--- src/design/port_demux_frame_receiver_assert.svh ---
// Assertion macros shared by the receiver's modules.
// Each expects signals named clk and rst in the module that uses it.
`ifndef PORT_DEMUX_FRAME_RECEIVER_ASSERT_SVH
`define PORT_DEMUX_FRAME_RECEIVER_ASSERT_SVH

// Same-cycle implication, checked outside reset.
`define PDFR_ASSERT_NOW(label, ante, cons, msg) \
  label: assert property (@(posedge clk) disable iff (rst) (ante) |-> (cons)) \
    else $error(msg);

// Next-cycle implication, checked outside reset.
`define PDFR_ASSERT_NEXT(label, ante, cons, msg) \
  label: assert property (@(posedge clk) disable iff (rst) (ante) |=> (cons)) \
    else $error(msg);

`endif

--- src/design/pdfr_pkg.sv ---
// Package for the port demux frame receiver: sizes, codes, state types and
// the command/status structs between controller and datapath. No dependencies.
package pdfr_pkg;

  localparam int PORT_COUNT = 256;
  localparam int IDX_W      = (PORT_COUNT > 1) ? $clog2(PORT_COUNT) : 1;
  localparam int CHUNK_W    = 16;
  localparam int CHUNKS     = (PORT_COUNT + CHUNK_W - 1) / CHUNK_W;
  localparam int CH_W       = (CHUNKS > 1) ? $clog2(CHUNKS) : 1;

  localparam logic [7:0] SYNC_BYTE = 8'h5A;
  localparam logic [8:0] NO_LIMIT  = 9'd256;

  typedef enum logic [1:0] {
    MODE_BYTE    = 2'd0,
    MODE_REG     = 2'd1,
    MODE_ALLOC   = 2'd2,
    MODE_RELEASE = 2'd3
  } mode_t;

  typedef enum logic [3:0] {
    KIND_REGISTERED = 4'd0,
    KIND_OCCUPIED   = 4'd1,
    KIND_ALLOCATED  = 4'd2,
    KIND_NO_FREE    = 4'd3,
    KIND_RELEASED   = 4'd4,
    KIND_IDLE       = 4'd5,
    KIND_PAYLOAD    = 4'd6,
    KIND_EMPTY      = 4'd7,
    KIND_CAP_ERROR  = 4'd8
  } kind_t;

  typedef enum logic [1:0] {
    PH_HUNT = 2'd0,
    PH_PORT = 2'd1,
    PH_LEN  = 2'd2,
    PH_DATA = 2'd3
  } phase_t;

  typedef enum logic [1:0] {
    ST_IDLE   = 2'd0,
    ST_DECODE = 2'd1,
    ST_LOOKUP = 2'd2,
    ST_SCAN   = 2'd3
  } ctrl_state_t;

  typedef struct packed {
    mode_t      mode;
    logic [7:0] byte_value;
    logic [7:0] port;
    logic       once_only;
    logic       limit_enabled;
    logic [7:0] capacity;
  } item_t;

  typedef struct packed {
    kind_t      kind;
    logic [7:0] port_out;
    logic [7:0] data;
    logic       last;
  } result_t;

  typedef struct packed {
    logic       once_only;
    logic       limit_enabled;
    logic [7:0] capacity;
  } entry_t;

  typedef struct packed {
    logic latch;
    logic mem_rd;
    logic scan_start;
    logic scan_step;
    logic commit;
  } ctrl_cmd_t;

  typedef struct packed {
    logic need_lookup;
    logic need_scan;
    logic scan_hit;
    logic scan_last;
    logic has_result;
    logic out_free;
  } dp_status_t;

  function automatic logic port_in_range(input logic [7:0] p);
    return {1'b0, p} < 9'(PORT_COUNT);
  endfunction

endpackage

--- src/design/pdfr_stream_if.sv ---
// Valid/ready channel interfaces for the receiver's input items and results.
// Plain widths only; no package dependency.
interface pdfr_in_if;
  logic       valid;
  logic       ready;
  logic [1:0] mode;
  logic [7:0] byte_value;
  logic [7:0] port;
  logic       once_only;
  logic       limit_enabled;
  logic [7:0] capacity;

  modport source(output valid, mode, byte_value, port, once_only, limit_enabled, capacity,
                 input ready);
  modport sink(input valid, mode, byte_value, port, once_only, limit_enabled, capacity,
               output ready);
endinterface

interface pdfr_out_if;
  logic       valid;
  logic       ready;
  logic [3:0] kind;
  logic [7:0] port_out;
  logic [7:0] data;
  logic       last;

  modport source(output valid, kind, port_out, data, last, input ready);
  modport sink(input valid, kind, port_out, data, last, output ready);
endinterface

--- src/design/pdfr_ctrl.sv ---
// Controller state machine: sequences accept, table lookup, free-port scan
// and commit. Uses pdfr_pkg and the assertion macro header.
`include "port_demux_frame_receiver_assert.svh"

module pdfr_ctrl (
  input  logic                   clk,
  input  logic                   rst,
  input  logic                   in_valid,
  output logic                   in_ready,
  input  pdfr_pkg::dp_status_t   stat,
  output pdfr_pkg::ctrl_cmd_t    cmd
);
  import pdfr_pkg::*;

  ctrl_state_t state, state_next;
  logic        can_commit;

  assign can_commit = !stat.has_result || stat.out_free;

  always_ff @(posedge clk) begin
    if (rst) begin
      state <= ST_IDLE;
    end else begin
      state <= state_next;
    end
  end

  always_comb begin
    state_next = state;
    cmd        = '0;
    in_ready   = 1'b0;
    case (state)
      ST_IDLE: begin
        in_ready  = 1'b1;
        cmd.latch = in_valid;
        if (in_valid) begin
          state_next = ST_DECODE;
        end
      end
      ST_DECODE: begin
        if (stat.need_lookup) begin
          cmd.mem_rd = 1'b1;
          state_next = ST_LOOKUP;
        end else if (stat.need_scan) begin
          cmd.scan_start = 1'b1;
          state_next     = ST_SCAN;
        end else if (can_commit) begin
          cmd.commit = 1'b1;
          state_next = ST_IDLE;
        end
      end
      ST_LOOKUP: begin
        if (can_commit) begin
          cmd.commit = 1'b1;
          state_next = ST_IDLE;
        end
      end
      ST_SCAN: begin
        if (stat.scan_hit || stat.scan_last) begin
          if (can_commit) begin
            cmd.commit = 1'b1;
            state_next = ST_IDLE;
          end
        end else begin
          cmd.scan_step = 1'b1;
        end
      end
      default: begin
        state_next = ST_IDLE;
      end
    endcase
  end

  `PDFR_ASSERT_NOW(a_commit_room, cmd.commit && stat.has_result, stat.out_free,
                   "commit with a result while the output register is full")
  `PDFR_ASSERT_NOW(a_lookup_after_read, state == ST_LOOKUP, $past(cmd.mem_rd),
                   "lookup state entered without a table read")

endmodule

--- src/design/pdfr_datapath.sv ---
// Datapath: item register, frame parser state, listener valid flags, entry
// memory, free-port scan and output register. Uses pdfr_pkg and the macros.
`include "port_demux_frame_receiver_assert.svh"

module pdfr_datapath (
  input  logic                  clk,
  input  logic                  rst,
  input  pdfr_pkg::item_t       in_item,
  input  pdfr_pkg::ctrl_cmd_t   cmd,
  output pdfr_pkg::dp_status_t  stat,
  input  logic                  out_ready,
  output logic                  out_valid,
  output pdfr_pkg::result_t     out_res
);
  import pdfr_pkg::*;

  item_t                     item;
  phase_t                    phase, phase_next;
  logic [7:0]                frame_port, frame_port_next;
  logic [7:0]                bytes_left, bytes_left_next;
  logic                      discarding, discarding_next;
  logic [8:0]                frame_limit, frame_limit_next;
  logic [PORT_COUNT-1:0]     valid;
  entry_t                    mem [PORT_COUNT];
  entry_t                    rdata;
  logic [CH_W-1:0]           scan_chunk;

  logic [IDX_W-1:0]          port_idx, byte_idx, free_idx;
  logic [IDX_W-1:0]          set_idx, clr_idx, wr_idx;
  logic                      set_en, clr_en, wr_en;
  logic                      port_busy, byte_busy;
  logic [CHUNKS*CHUNK_W-1:0] padded;
  logic [CHUNK_W-1:0]        chunk;
  logic [3:0]                free_pos;
  logic                      scan_hit;
  logic [7:0]                free_port;
  logic                      is_last;
  logic                      has_res;
  result_t                   res;

  assign port_idx  = item.port[IDX_W-1:0];
  assign byte_idx  = item.byte_value[IDX_W-1:0];
  assign port_busy = port_in_range(item.port) && valid[port_idx];
  assign byte_busy = port_in_range(item.byte_value) && valid[byte_idx];

  // Padding flags past the last port read as taken, so the scan never hits them.
  always_comb begin
    padded                 = '1;
    padded[PORT_COUNT-1:0] = valid;
  end

  assign chunk = padded[{scan_chunk, 4'b0000} +: CHUNK_W];

  always_comb begin
    scan_hit = 1'b0;
    free_pos = '0;
    for (int i = CHUNK_W - 1; i >= 0; i--) begin
      if (!chunk[i]) begin
        scan_hit = 1'b1;
        free_pos = 4'(i);
      end
    end
  end

  assign free_port = 8'({scan_chunk, free_pos});
  assign free_idx  = free_port[IDX_W-1:0];
  assign is_last   = bytes_left <= 8'd1;

  always_comb begin
    has_res          = 1'b0;
    res.kind         = KIND_REGISTERED;
    res.port_out     = item.port;
    res.data         = '0;
    res.last         = 1'b0;
    phase_next       = phase;
    frame_port_next  = frame_port;
    bytes_left_next  = bytes_left;
    discarding_next  = discarding;
    frame_limit_next = frame_limit;
    set_en           = 1'b0;
    set_idx          = port_idx;
    clr_en           = 1'b0;
    clr_idx          = port_idx;
    wr_en            = 1'b0;
    wr_idx           = port_idx;
    case (item.mode)
      MODE_BYTE: begin
        case (phase)
          PH_HUNT: begin
            if (item.byte_value == SYNC_BYTE) begin
              phase_next = PH_PORT;
            end
          end
          PH_PORT: begin
            frame_port_next = item.byte_value;
            phase_next      = PH_LEN;
            if (byte_busy) begin
              discarding_next  = 1'b0;
              frame_limit_next = rdata.limit_enabled ? {1'b0, rdata.capacity} : NO_LIMIT;
              if (rdata.once_only) begin
                clr_en  = 1'b1;
                clr_idx = byte_idx;
              end
            end else begin
              discarding_next  = 1'b1;
              frame_limit_next = NO_LIMIT;
            end
          end
          PH_LEN: begin
            res.port_out = frame_port;
            if (discarding) begin
              bytes_left_next = item.byte_value;
              phase_next      = (item.byte_value == 8'd0) ? PH_HUNT : PH_DATA;
            end else if ({1'b0, item.byte_value} > frame_limit) begin
              phase_next = PH_HUNT;
              has_res    = 1'b1;
              res.kind   = KIND_CAP_ERROR;
            end else if (item.byte_value == 8'd0) begin
              phase_next = PH_HUNT;
              has_res    = 1'b1;
              res.kind   = KIND_EMPTY;
              res.last   = 1'b1;
            end else begin
              bytes_left_next = item.byte_value;
              phase_next      = PH_DATA;
            end
          end
          PH_DATA: begin
            bytes_left_next = is_last ? 8'd0 : bytes_left - 8'd1;
            if (is_last) begin
              phase_next = PH_HUNT;
            end
            has_res      = !discarding;
            res.kind     = KIND_PAYLOAD;
            res.port_out = frame_port;
            res.data     = item.byte_value;
            res.last     = is_last;
          end
          default: begin
            phase_next = PH_HUNT;
          end
        endcase
      end
      MODE_REG: begin
        has_res = 1'b1;
        if (!port_in_range(item.port) || port_busy) begin
          res.kind = KIND_OCCUPIED;
        end else begin
          res.kind = KIND_REGISTERED;
          wr_en    = 1'b1;
          set_en   = 1'b1;
        end
      end
      MODE_ALLOC: begin
        has_res = 1'b1;
        if (scan_hit) begin
          res.kind     = KIND_ALLOCATED;
          res.port_out = free_port;
          wr_en        = 1'b1;
          wr_idx       = free_idx;
          set_en       = 1'b1;
          set_idx      = free_idx;
        end else begin
          res.kind     = KIND_NO_FREE;
          res.port_out = '0;
        end
      end
      MODE_RELEASE: begin
        has_res = 1'b1;
        if (port_busy) begin
          res.kind = KIND_RELEASED;
          clr_en   = 1'b1;
        end else begin
          res.kind = KIND_IDLE;
        end
      end
      default: begin
        has_res = 1'b0;
      end
    endcase
  end

  always_comb begin
    stat.need_lookup = (item.mode == MODE_BYTE) && (phase == PH_PORT);
    stat.need_scan   = (item.mode == MODE_ALLOC);
    stat.scan_hit    = scan_hit;
    stat.scan_last   = scan_chunk == CH_W'(CHUNKS - 1);
    stat.has_result  = has_res;
    stat.out_free    = !out_valid || out_ready;
  end

  always_ff @(posedge clk) begin
    if (cmd.latch) begin
      item <= in_item;
    end
  end

  always_ff @(posedge clk) begin
    if (cmd.mem_rd) begin
      rdata <= mem[byte_idx];
    end
    if (cmd.commit && wr_en) begin
      mem[wr_idx] <= '{once_only: item.once_only, limit_enabled: item.limit_enabled,
                       capacity: item.capacity};
    end
  end

  always_ff @(posedge clk) begin
    if (rst) begin
      phase       <= PH_HUNT;
      frame_port  <= '0;
      bytes_left  <= '0;
      discarding  <= 1'b0;
      frame_limit <= '0;
      valid       <= '0;
      scan_chunk  <= '0;
      out_valid   <= 1'b0;
    end else begin
      if (cmd.scan_start) begin
        scan_chunk <= '0;
      end else if (cmd.scan_step) begin
        scan_chunk <= scan_chunk + 1'b1;
      end
      if (cmd.commit) begin
        phase       <= phase_next;
        frame_port  <= frame_port_next;
        bytes_left  <= bytes_left_next;
        discarding  <= discarding_next;
        frame_limit <= frame_limit_next;
        if (set_en) begin
          valid[set_idx] <= 1'b1;
        end
        if (clr_en) begin
          valid[clr_idx] <= 1'b0;
        end
      end
      if (cmd.commit && has_res) begin
        out_valid <= 1'b1;
      end else if (out_ready) begin
        out_valid <= 1'b0;
      end
    end
  end

  always_ff @(posedge clk) begin
    if (cmd.commit && has_res) begin
      out_res <= res;
    end
  end

  `PDFR_ASSERT_NOW(a_data_count, phase == PH_DATA, bytes_left != 8'd0,
                   "payload phase with no bytes left")
  `PDFR_ASSERT_NOW(a_scan_bound, cmd.scan_step, !stat.scan_last,
                   "free-port scan advanced past the last chunk")
  `PDFR_ASSERT_NEXT(a_result_loaded, cmd.commit && has_res, out_valid,
                    "committed result not presented")

endmodule

--- src/design/port_demux_frame_receiver.sv ---
// Top level of the port demux frame receiver: controller plus datapath.
// Depends on pdfr_pkg, pdfr_stream_if, pdfr_ctrl and pdfr_datapath.
//
// One item is in flight at a time. A stream byte, register and release
// are decoded and committed; the port byte of a frame also passes a lookup
// state (the listener entry comes from a memory with a registered read),
// and register at the lowest free port runs the free-port scan, which
// covers 16 listener flags per cycle. A result waits in an output
// register; an item that yields a result holds there while that register is
// still full. Listener flags are flip-flops cleared by reset, so the block is
// ready right after reset with no clearing pass.
module port_demux_frame_receiver (
  input logic       clk,
  input logic       rst,
  pdfr_in_if.sink   in_ch,
  pdfr_out_if.source out_ch
);
  import pdfr_pkg::*;

  item_t      in_item;
  ctrl_cmd_t  cmd;
  dp_status_t stat;
  result_t    out_res;
  logic       ready;
  logic       out_valid;

  assign in_item.mode          = mode_t'(in_ch.mode);
  assign in_item.byte_value    = in_ch.byte_value;
  assign in_item.port          = in_ch.port;
  assign in_item.once_only     = in_ch.once_only;
  assign in_item.limit_enabled = in_ch.limit_enabled;
  assign in_item.capacity      = in_ch.capacity;
  assign in_ch.ready           = ready;

  pdfr_ctrl u_ctrl (
    .clk      (clk),
    .rst      (rst),
    .in_valid (in_ch.valid),
    .in_ready (ready),
    .stat     (stat),
    .cmd      (cmd)
  );

  pdfr_datapath u_datapath (
    .clk       (clk),
    .rst       (rst),
    .in_item   (in_item),
    .cmd       (cmd),
    .stat      (stat),
    .out_ready (out_ch.ready),
    .out_valid (out_valid),
    .out_res   (out_res)
  );

  assign out_ch.valid    = out_valid;
  assign out_ch.kind     = out_res.kind;
  assign out_ch.port_out = out_res.port_out;
  assign out_ch.data     = out_res.data;
  assign out_ch.last     = out_res.last;

endmodule
--- src/flat_wrapper.sv ---
// flat-port wrapper written by rule: the top's interface ports become plain ports
module port_demux_frame_receiver_flat import pdfr_pkg::*;
  (clk, rst, in_ch_valid, in_ch_mode, in_ch_byte_value, in_ch_port, in_ch_once_only, in_ch_limit_enabled, in_ch_capacity, in_ch_ready, out_ch_valid, out_ch_kind, out_ch_port_out, out_ch_data, out_ch_last, out_ch_ready);
  pdfr_in_if in_ch_i ();
  pdfr_out_if out_ch_i ();
  input logic clk;
  input logic rst;
  input wire logic [$bits(in_ch_i.valid)-1:0] in_ch_valid;
  input wire logic [$bits(in_ch_i.mode)-1:0] in_ch_mode;
  input wire logic [$bits(in_ch_i.byte_value)-1:0] in_ch_byte_value;
  input wire logic [$bits(in_ch_i.port)-1:0] in_ch_port;
  input wire logic [$bits(in_ch_i.once_only)-1:0] in_ch_once_only;
  input wire logic [$bits(in_ch_i.limit_enabled)-1:0] in_ch_limit_enabled;
  input wire logic [$bits(in_ch_i.capacity)-1:0] in_ch_capacity;
  output wire logic [$bits(in_ch_i.ready)-1:0] in_ch_ready;
  output wire logic [$bits(out_ch_i.valid)-1:0] out_ch_valid;
  output wire logic [$bits(out_ch_i.kind)-1:0] out_ch_kind;
  output wire logic [$bits(out_ch_i.port_out)-1:0] out_ch_port_out;
  output wire logic [$bits(out_ch_i.data)-1:0] out_ch_data;
  output wire logic [$bits(out_ch_i.last)-1:0] out_ch_last;
  input wire logic [$bits(out_ch_i.ready)-1:0] out_ch_ready;
  assign in_ch_i.valid = in_ch_valid;
  assign in_ch_i.mode = in_ch_mode;
  assign in_ch_i.byte_value = in_ch_byte_value;
  assign in_ch_i.port = in_ch_port;
  assign in_ch_i.once_only = in_ch_once_only;
  assign in_ch_i.limit_enabled = in_ch_limit_enabled;
  assign in_ch_i.capacity = in_ch_capacity;
  assign in_ch_ready = in_ch_i.ready;
  assign out_ch_valid = out_ch_i.valid;
  assign out_ch_kind = out_ch_i.kind;
  assign out_ch_port_out = out_ch_i.port_out;
  assign out_ch_data = out_ch_i.data;
  assign out_ch_last = out_ch_i.last;
  assign out_ch_i.ready = out_ch_ready;
  port_demux_frame_receiver u_core (.clk(clk), .rst(rst), .in_ch(in_ch_i), .out_ch(out_ch_i));
endmodule
--- config.mk ---
export PLATFORM = sky130hd
export DESIGN_NAME = port_demux_frame_receiver_flat
export DESIGN_NICKNAME = d
export VERILOG_FILES = /design/src/design/pdfr_pkg.sv /design/src/design/pdfr_stream_if.sv /design/src/design/pdfr_ctrl.sv /design/src/design/pdfr_datapath.sv /design/src/design/port_demux_frame_receiver.sv /design/src/flat_wrapper.sv
export VERILOG_INCLUDE_DIRS = /design/src /design/src/design
export SDC_FILE = /design/constraint.sdc
export NUM_CORES = 2
export LEC_CHECK = 0
export BUFFER_PORTS_ARGS = -buffer_cell sky130_fd_sc_hd__buf_2
export CORE_ASPECT_RATIO = 1.1
export CORE_MARGIN = 10
export CORE_UTILIZATION = 60
export DETAILED_ROUTE_END_ITERATION = 16
export GPL_TIMING_DRIVEN = 0
export PLACE_DENSITY_LB_ADDON = 0.08
export SETUP_SLACK_MARGIN = 0.4
export SLEW_MARGIN = 10
export SYNTH_ARGS = -nofsm -noshare
export SYNTH_HDL_FRONTEND = slang
export SYNTH_HIERARCHICAL = 1
export SYNTH_SLANG_ARGS = --single-unit
--- constraint.sdc ---
create_clock -name clk -period 8.9 [get_ports clk]
set_input_delay 0.89 -clock clk [delete_from_list [all_inputs] [get_ports clk]]
set_output_delay 0.89 -clock clk [all_outputs]
set_load 0.02 [all_outputs]
Word-level counts from Yosys, hierarchy flattened --
Memories as Yosys holds them, arrays and structs flattened. A register that Yosys moved wholly into a read port is not among the register bits. Index checks and enable logic that the tools add are counted.
Operators by class: add/sub/neg operators 2, reduce and logical (&&, ||, !) cells 24, $lt $le $gt $ge 8, eq/ne operators 17, bitwise logic cells 3, shift-type cells 1, multiplexer cells 112
Operators by type and width (number):
- 2-to-1 mux 256 bit | 4
- bitwise AND 256 bit | 1
- inverter 256 bit | 1
- bitwise OR 256 bit | 1
- variable part select 256 x 9 -> 16 bit | 1
- 2-to-1 mux 8 bit | 10
- 2-to-1 mux 4 bit | 18
- 2-to-1 mux 1 bit | 49
- < comparator 8 x 9 -> 1 bit, second input constant | 4
- one-hot mux 8 bit (2 select lines) | 2
- 2-to-1 mux 9 bit | 3
- one-hot mux 12 bit (2 select lines) | 1
- 2-to-1 mux 2 bit | 11
- binary-select mux 1 bit (select 8 bit) | 2
- demux 1 bit (select 8 bit) | 2
- >= comparator 8 x 1 -> 1 bit, second input constant | 2
- one-hot mux 2 bit (4 select lines) | 2
- one-hot mux 4 bit (4 select lines) | 1
- == test 2 bit, second input constant | 6
- one-hot mux 1 bit (2 select lines) | 5
- greater-than comparator 8 x 9 -> 1 bit | 1
- == test 8 x 7 -> 1 bit, second input constant | 1
- less-or-equal comparator 8 x 1 -> 1 bit, second input constant | 1
- logical NOT 8 bit | 1
- other kinds (19) | 37
Storage, ports and cells: output and inout bits 23, bits in writable memories 2560, register bits after elaboration 340, memories kept 1, word-level logic and storage cells 187, input port bits 32
Memories:
- u_core.u_datapath.mem | depth 256, width 10, read ports 1, clocked after memory_dff 1, write ports 1, line pdfr_datapath.sv:24 | entry_t mem [PORT_COUNT];

Longest topological paths before layout --
word-level depth 29, depth in mapped cells 26, depth with buffers taken out 20

Hierarchy --
Netlist, hierarchy kept.
Modules (own cells, without submodules):
- pdfr_datapath | area each 120665.7 µm², sequential area each 84431.0 µm², times used 1, cells an instance 6709
- pdfr_ctrl | area each 161.4 µm², sequential area each 40.0 µm², times used 1, cells an instance 20

Least setup slack after synthesis --
Ideal clock, no wire load.
path kind reg2reg, start reg u_core.u_datapath.item (netlist bit u_core/u_datapath/byte_idx[0]), end mem u_core/u_datapath/mem[12][0] in the netlist's numbering, enable pin, library setup time 0.376 ns, data required time 8.524 ns, cell stages (with the launch flop) 27, arrival 5.086 ns, path buffers 8, path slack 3.438 ns, cell sequence edfxtp_1 -> buf_4 -> buf_4 -> buf_4 -> inv_2 -> ha_1 -> nor2b_1 -> o21a_1 -> o21a_1 -> o21a_1 -> o21a_1 -> o21a_1 -> o21ai_0 -> a21oi_1 -> o31ai_1 -> nand2_1 -> buf_4 -> nor2b_1 -> nor3_1 -> clkbuf_1 -> nand3_1 -> o41a_1 -> buf_4 -> or3_1 -> buf_6 -> buf_2 -> nor2_1
RTL lines:
- from (decl) | line pdfr_datapath.sv:17 | item_t item;
- from (signal assigned) | line pdfr_datapath.sv:194 | item <= in_item;
- to (decl) | line pdfr_datapath.sv:24

==> flow_metrics.py <==
metrics = {
    "logic_synthesis": {
        "yosys.area_share.simple": 0.0323,
        "synth_top_family_by_area": "multiplexers",
        "synth_compound_area_frac": 0.0732,
        "synth-edff-count": 2619,
        "ys_seq_area_frac": 0.699,
        "synth_async_sr_flop_share": 0,
        "ys_types": 90,
        "avgSynthCellArea_sq_um": 18.0,
        "synth_xor_xnor_area_share": 0.000435,
        "synth.area.mux_share": 0.171,
        "netlist_area_sq_um": 121000,
        "ys_ff_latch": 2910,
        "yosysWarnings": 6,
        "syn_nets": 6777,
        "synth_adder_area_share": 0.00166,
        "netlist_instances": 6729,
        "synthFlopType": "edfxtp_1",
    },
    "clock_tree": {
        "cts.sinks": 2910,
        "cts-root-buf": "clkbuf_16",
        "clock_path_buffers": 4,
        "clock_latency_ps": 980,
        "cts_tree": "done",
        "ctsHtreeMaxLevel": 5,
        "clk_pin_slew_ps": 70,
        "cts_made_buffers": 301,
    },
    "finish": {
        "layout_common_cells": "edfxtp_1 (2,619), mux4_2 (776), a21oi_1 (358), clkbuf_16 (310), clkbuf_1 (304)",
        "area_growth_pct": 14.3,
        "fin_util": 0.691,
        "drive_gt1_frac": 0.258,
        "layout_commonest_cell": "edfxtp_1",
        "final_nets": 7293,
        "design_area_sq_um": 138000,
    },
    "route": {
        "via_count": 80200,
        "dr.pass1.iters": 9,
        "wl_um": 511000,
        "ant_nets": 0,
        "drc": 0,
        "drt_iter0_markers": 14700,
        "avgViaCountPerCell": 7.92,
        "wl_per_cell_um": 50.5,
    },
    "min_path": {
        "min_path_type": "primary input to flip-flop",
        "hold_start": "in_ch_capacity[2]",
    },
    "power_and_ir_drop": {
        "p_leak_uw": 0.0435,
        "powerDensity_nw_per_um2": 216,
        "ir_drop_v": 0.000307,
        "total_power_uw": 29900,
    },
    "job": {
        "cap_violations": 11,
    },
    "critical_path": {
        "arrival_ps": 9620,
        "crit_chain": "buf_2 -> buf_2 -> buf_2 -> clkbuf_2 -> buf_2 -> buf_2 -> clkbuf_2 -> clkdlybuf4s15_1 -> clkbuf_2 -> o211ai_1 -> o211ai_1 -> o211ai_1 -> o211ai_1 -> nand3_1",
        "cp_slowest_stage_delay_ps": 1010,
        "reg2reg_from": "u_core/u_datapath/byte_idx[2]",
        "crit_path_start_kind": "flip-flop",
        "cp_max_fo": 11,
        "critPathCaptureType": "flip-flop",
        "rrSetupSlack_ps": -150,
        "path_class": "flip-flop to flip-flop",
        "cp-startpoint": "u_core/u_datapath/byte_idx[2]",
        "crit_required_ps": 9470,
        "crit_buf_inv": 9,
        "path_common_cell": "buf_2",
        "cp_top_family": "buffers and inverters",
        "slowest_stage": "clkdlybuf4s15_1",
    },
    "global_route": {
        "grt_pass1_wl_um": 678000,
        "grt_overflow": 0,
        "grt_pass1_vias": 77200,
        "track_usage": 0.462,
        "antenna_found_initial": 57,
        "grt_max_degree": 37,
    },
    "sta": {
        "period_minus_slack_ps": 9050,
        "setup_viol": 1,
        "finalHoldViolCount": 0,
        "fin_skew_ps": 65.8,
        "grt_setup_unrepaired": "yes",
        "timing.final.ws_setup_ps": -152,
        "max_freq_mhz": 110,
        "final-max-slew-violation-count": 86,
        "worst_pin_slew_ps": 1760,
        "whs_ps": 102,
        "worst_slew_margin_rel": -0.172,
        "fin_crit_sh": 1.02,
    },
    "die": {
        "die_h_um": 491,
        "die_w_um": 448,
        "start_util": 0.604,
        "coreArea_sq_um": 200000,
        "num_io_pins": 55,
        "placementRows": 172,
        "dieArea_sq_um": 220000,
    },
    "place": {
        "place_area_sq_um": 127000,
        "gp_congestion": 1.08,
        "portBuffers": 54,
        "dp_hpwl_um": 361000,
    },
    "status": {
        "violations": "capacitance limit, slew limit, setup timing",
        "status": "complete, but fails checks",
    },
}
-- area by class of cell --
type / instances / area, sq um
clock inverter: 136 / 1280
clock buffer: 380 / 8060
fill: 12200 / 61800
sequential: 2910 / 84500
antenna: 53 / 133
inverter: 87 / 338
timing repair buffer: 213 / 3290
multi-input combinational: 3214 / 34800
buffer: 518 / 2470
tap: 2610 / 3270
-- power breakdown --
part / leakage (uW) / total (uW) / internal, uW / switching, uW
combinational: 0.0130 / 2570 / 718 / 1860
sequential: 0.0259 / 14900 / 14900 / 29.7
clock: 0.00456 / 12400 / 7090 / 5270
total: 0.0435 / 29900 / 22700 / 7150
-- kinds of logic after synthesis --
| group | after synthesis |
|---|---|
| xor gates and xnor gates | 6 |
| buffers and inverters | 605 |
| adders and majority gates | 16 |
| muxes | 1084 |
| AOI/OAI and AO/OA | 1285 |
| DFF | 2910 |
| and+or+nand+nor | 823 |
-- sequential cells by signal, indices dropped and copies added (netlist names), 2 cells and up --
register,flops
u_core/u_datapath/rdata,10
u_core/u_datapath/mem,2560
u_core/u_datapath/scan_chunk,4
u_core/u_datapath/phase,2
u_core/u_ctrl/state,2
u_core/u_datapath/frame_port,8
u_core/u_datapath/padded,256
u_core/u_datapath/out_res,21
u_core/u_datapath/port_idx,8
u_core/u_datapath/bytes_left,8
u_core/u_datapath/item,12
u_core/u_datapath/frame_limit,9
u_core/u_datapath/byte_idx,8
-- path summary, 6_finish.rpt --
path,endpoint,depth (start not counted)
max,u_core/u_datapath/rdata[1],14
min,u_core/u_datapath/item[2],1
max reg2reg,u_core/u_datapath/rdata[1],14
min reg2reg,u_core/u_datapath/frame_port[4],2
-- synthesized netlist by cell type (7+ instances only) --
cell type,number,area share
edfxtp_1,2619,0.65
mux4_2,776,0.14
a21oi_1,358,0.015
nor2_1,320,0.0099
clkbuf_1,298,0.0093
dfxtp_1,291,0.048
mux2i_1,290,0.024
a211oi_1,238,0.015
a221oi_1,158,0.011
o21ai_0,158,0.0065
a22oi_1,144,0.0089
nand2_1,134,0.0042
buf_2,115,0.0048
nand3_1,112,0.0046
inv_1,82,0.0025
nand2b_1,63,0.0033
buf_1,58,0.0018
o41ai_1,48,0.0035
nor2b_1,42,0.0022
nor3_1,38,0.0016
o21ba_2,34,0.0028
buf_4,32,0.0020
and3_1,25,0.0013
o22ai_1,21,0.0011
o211ai_1,17,0.0011
ha_1,16,0.0017
and2_1,15,0.00078
nand4_1,13,0.00067
or3_1,13,0.00067
a31oi_1,12,0.00062
buf_6,11,0.0010
a2111oi_0,10,0.00072
mux2_2,10,0.00093
o21ba_1,9,0.00075
o31ai_1,9,0.00056
or4_1,9,0.00056
o21a_1,8,0.00050
mux4_1,7,0.0015
nor4_1,7,0.00036
or2_2,7,0.00036
-- per-layer routing --
metal / track usage / up-vias / routed length (um)
li1: - / 29000 / -
met4: 0.445 / 32 / 67400
met2: 0.673 / 8616 / 223000
met1: 0.510 / 39800 / 147000
met5: 0.00110 / - / 343
met3: 0.181 / 2720 / 73500
-- through the flow --
stage	setup TNS, ps	setup slack [ps]	cells
after CTS	0	296	10000
after floorplan	0	3440	6729
after detailed placement	-385670	-780	9526
after global routing	0	313	10100
after global placement	-1892690	-2300	9393
final	-152	-152	10100
-- worst register-to-register path, cell delays in order (launching register included) --
cell	delay [ps]
edfxtp_1	710
buf_2	580
buf_2	540
buf_2	640
clkbuf_2	770
buf_2	690
buf_2	710
clkbuf_2	680
clkdlybuf4s15_1	1020
clkbuf_2	760
o211ai_1	470
o211ai_1	250
o211ai_1	120
o211ai_1	310
nand3_1	440
-- timing repair --
item | in CTS | in global routing
buffers inserted | 4 | 21
pin swaps | 4 | 21
cloned | 0 | 0
hold buffers | 0 | 0
gates resized for setup | 179 | 96
endpoints found under the hold margin | 0 | 0
setup endpoints to repair | 2527 | 2639
Power figures use the tool's default switching activity.
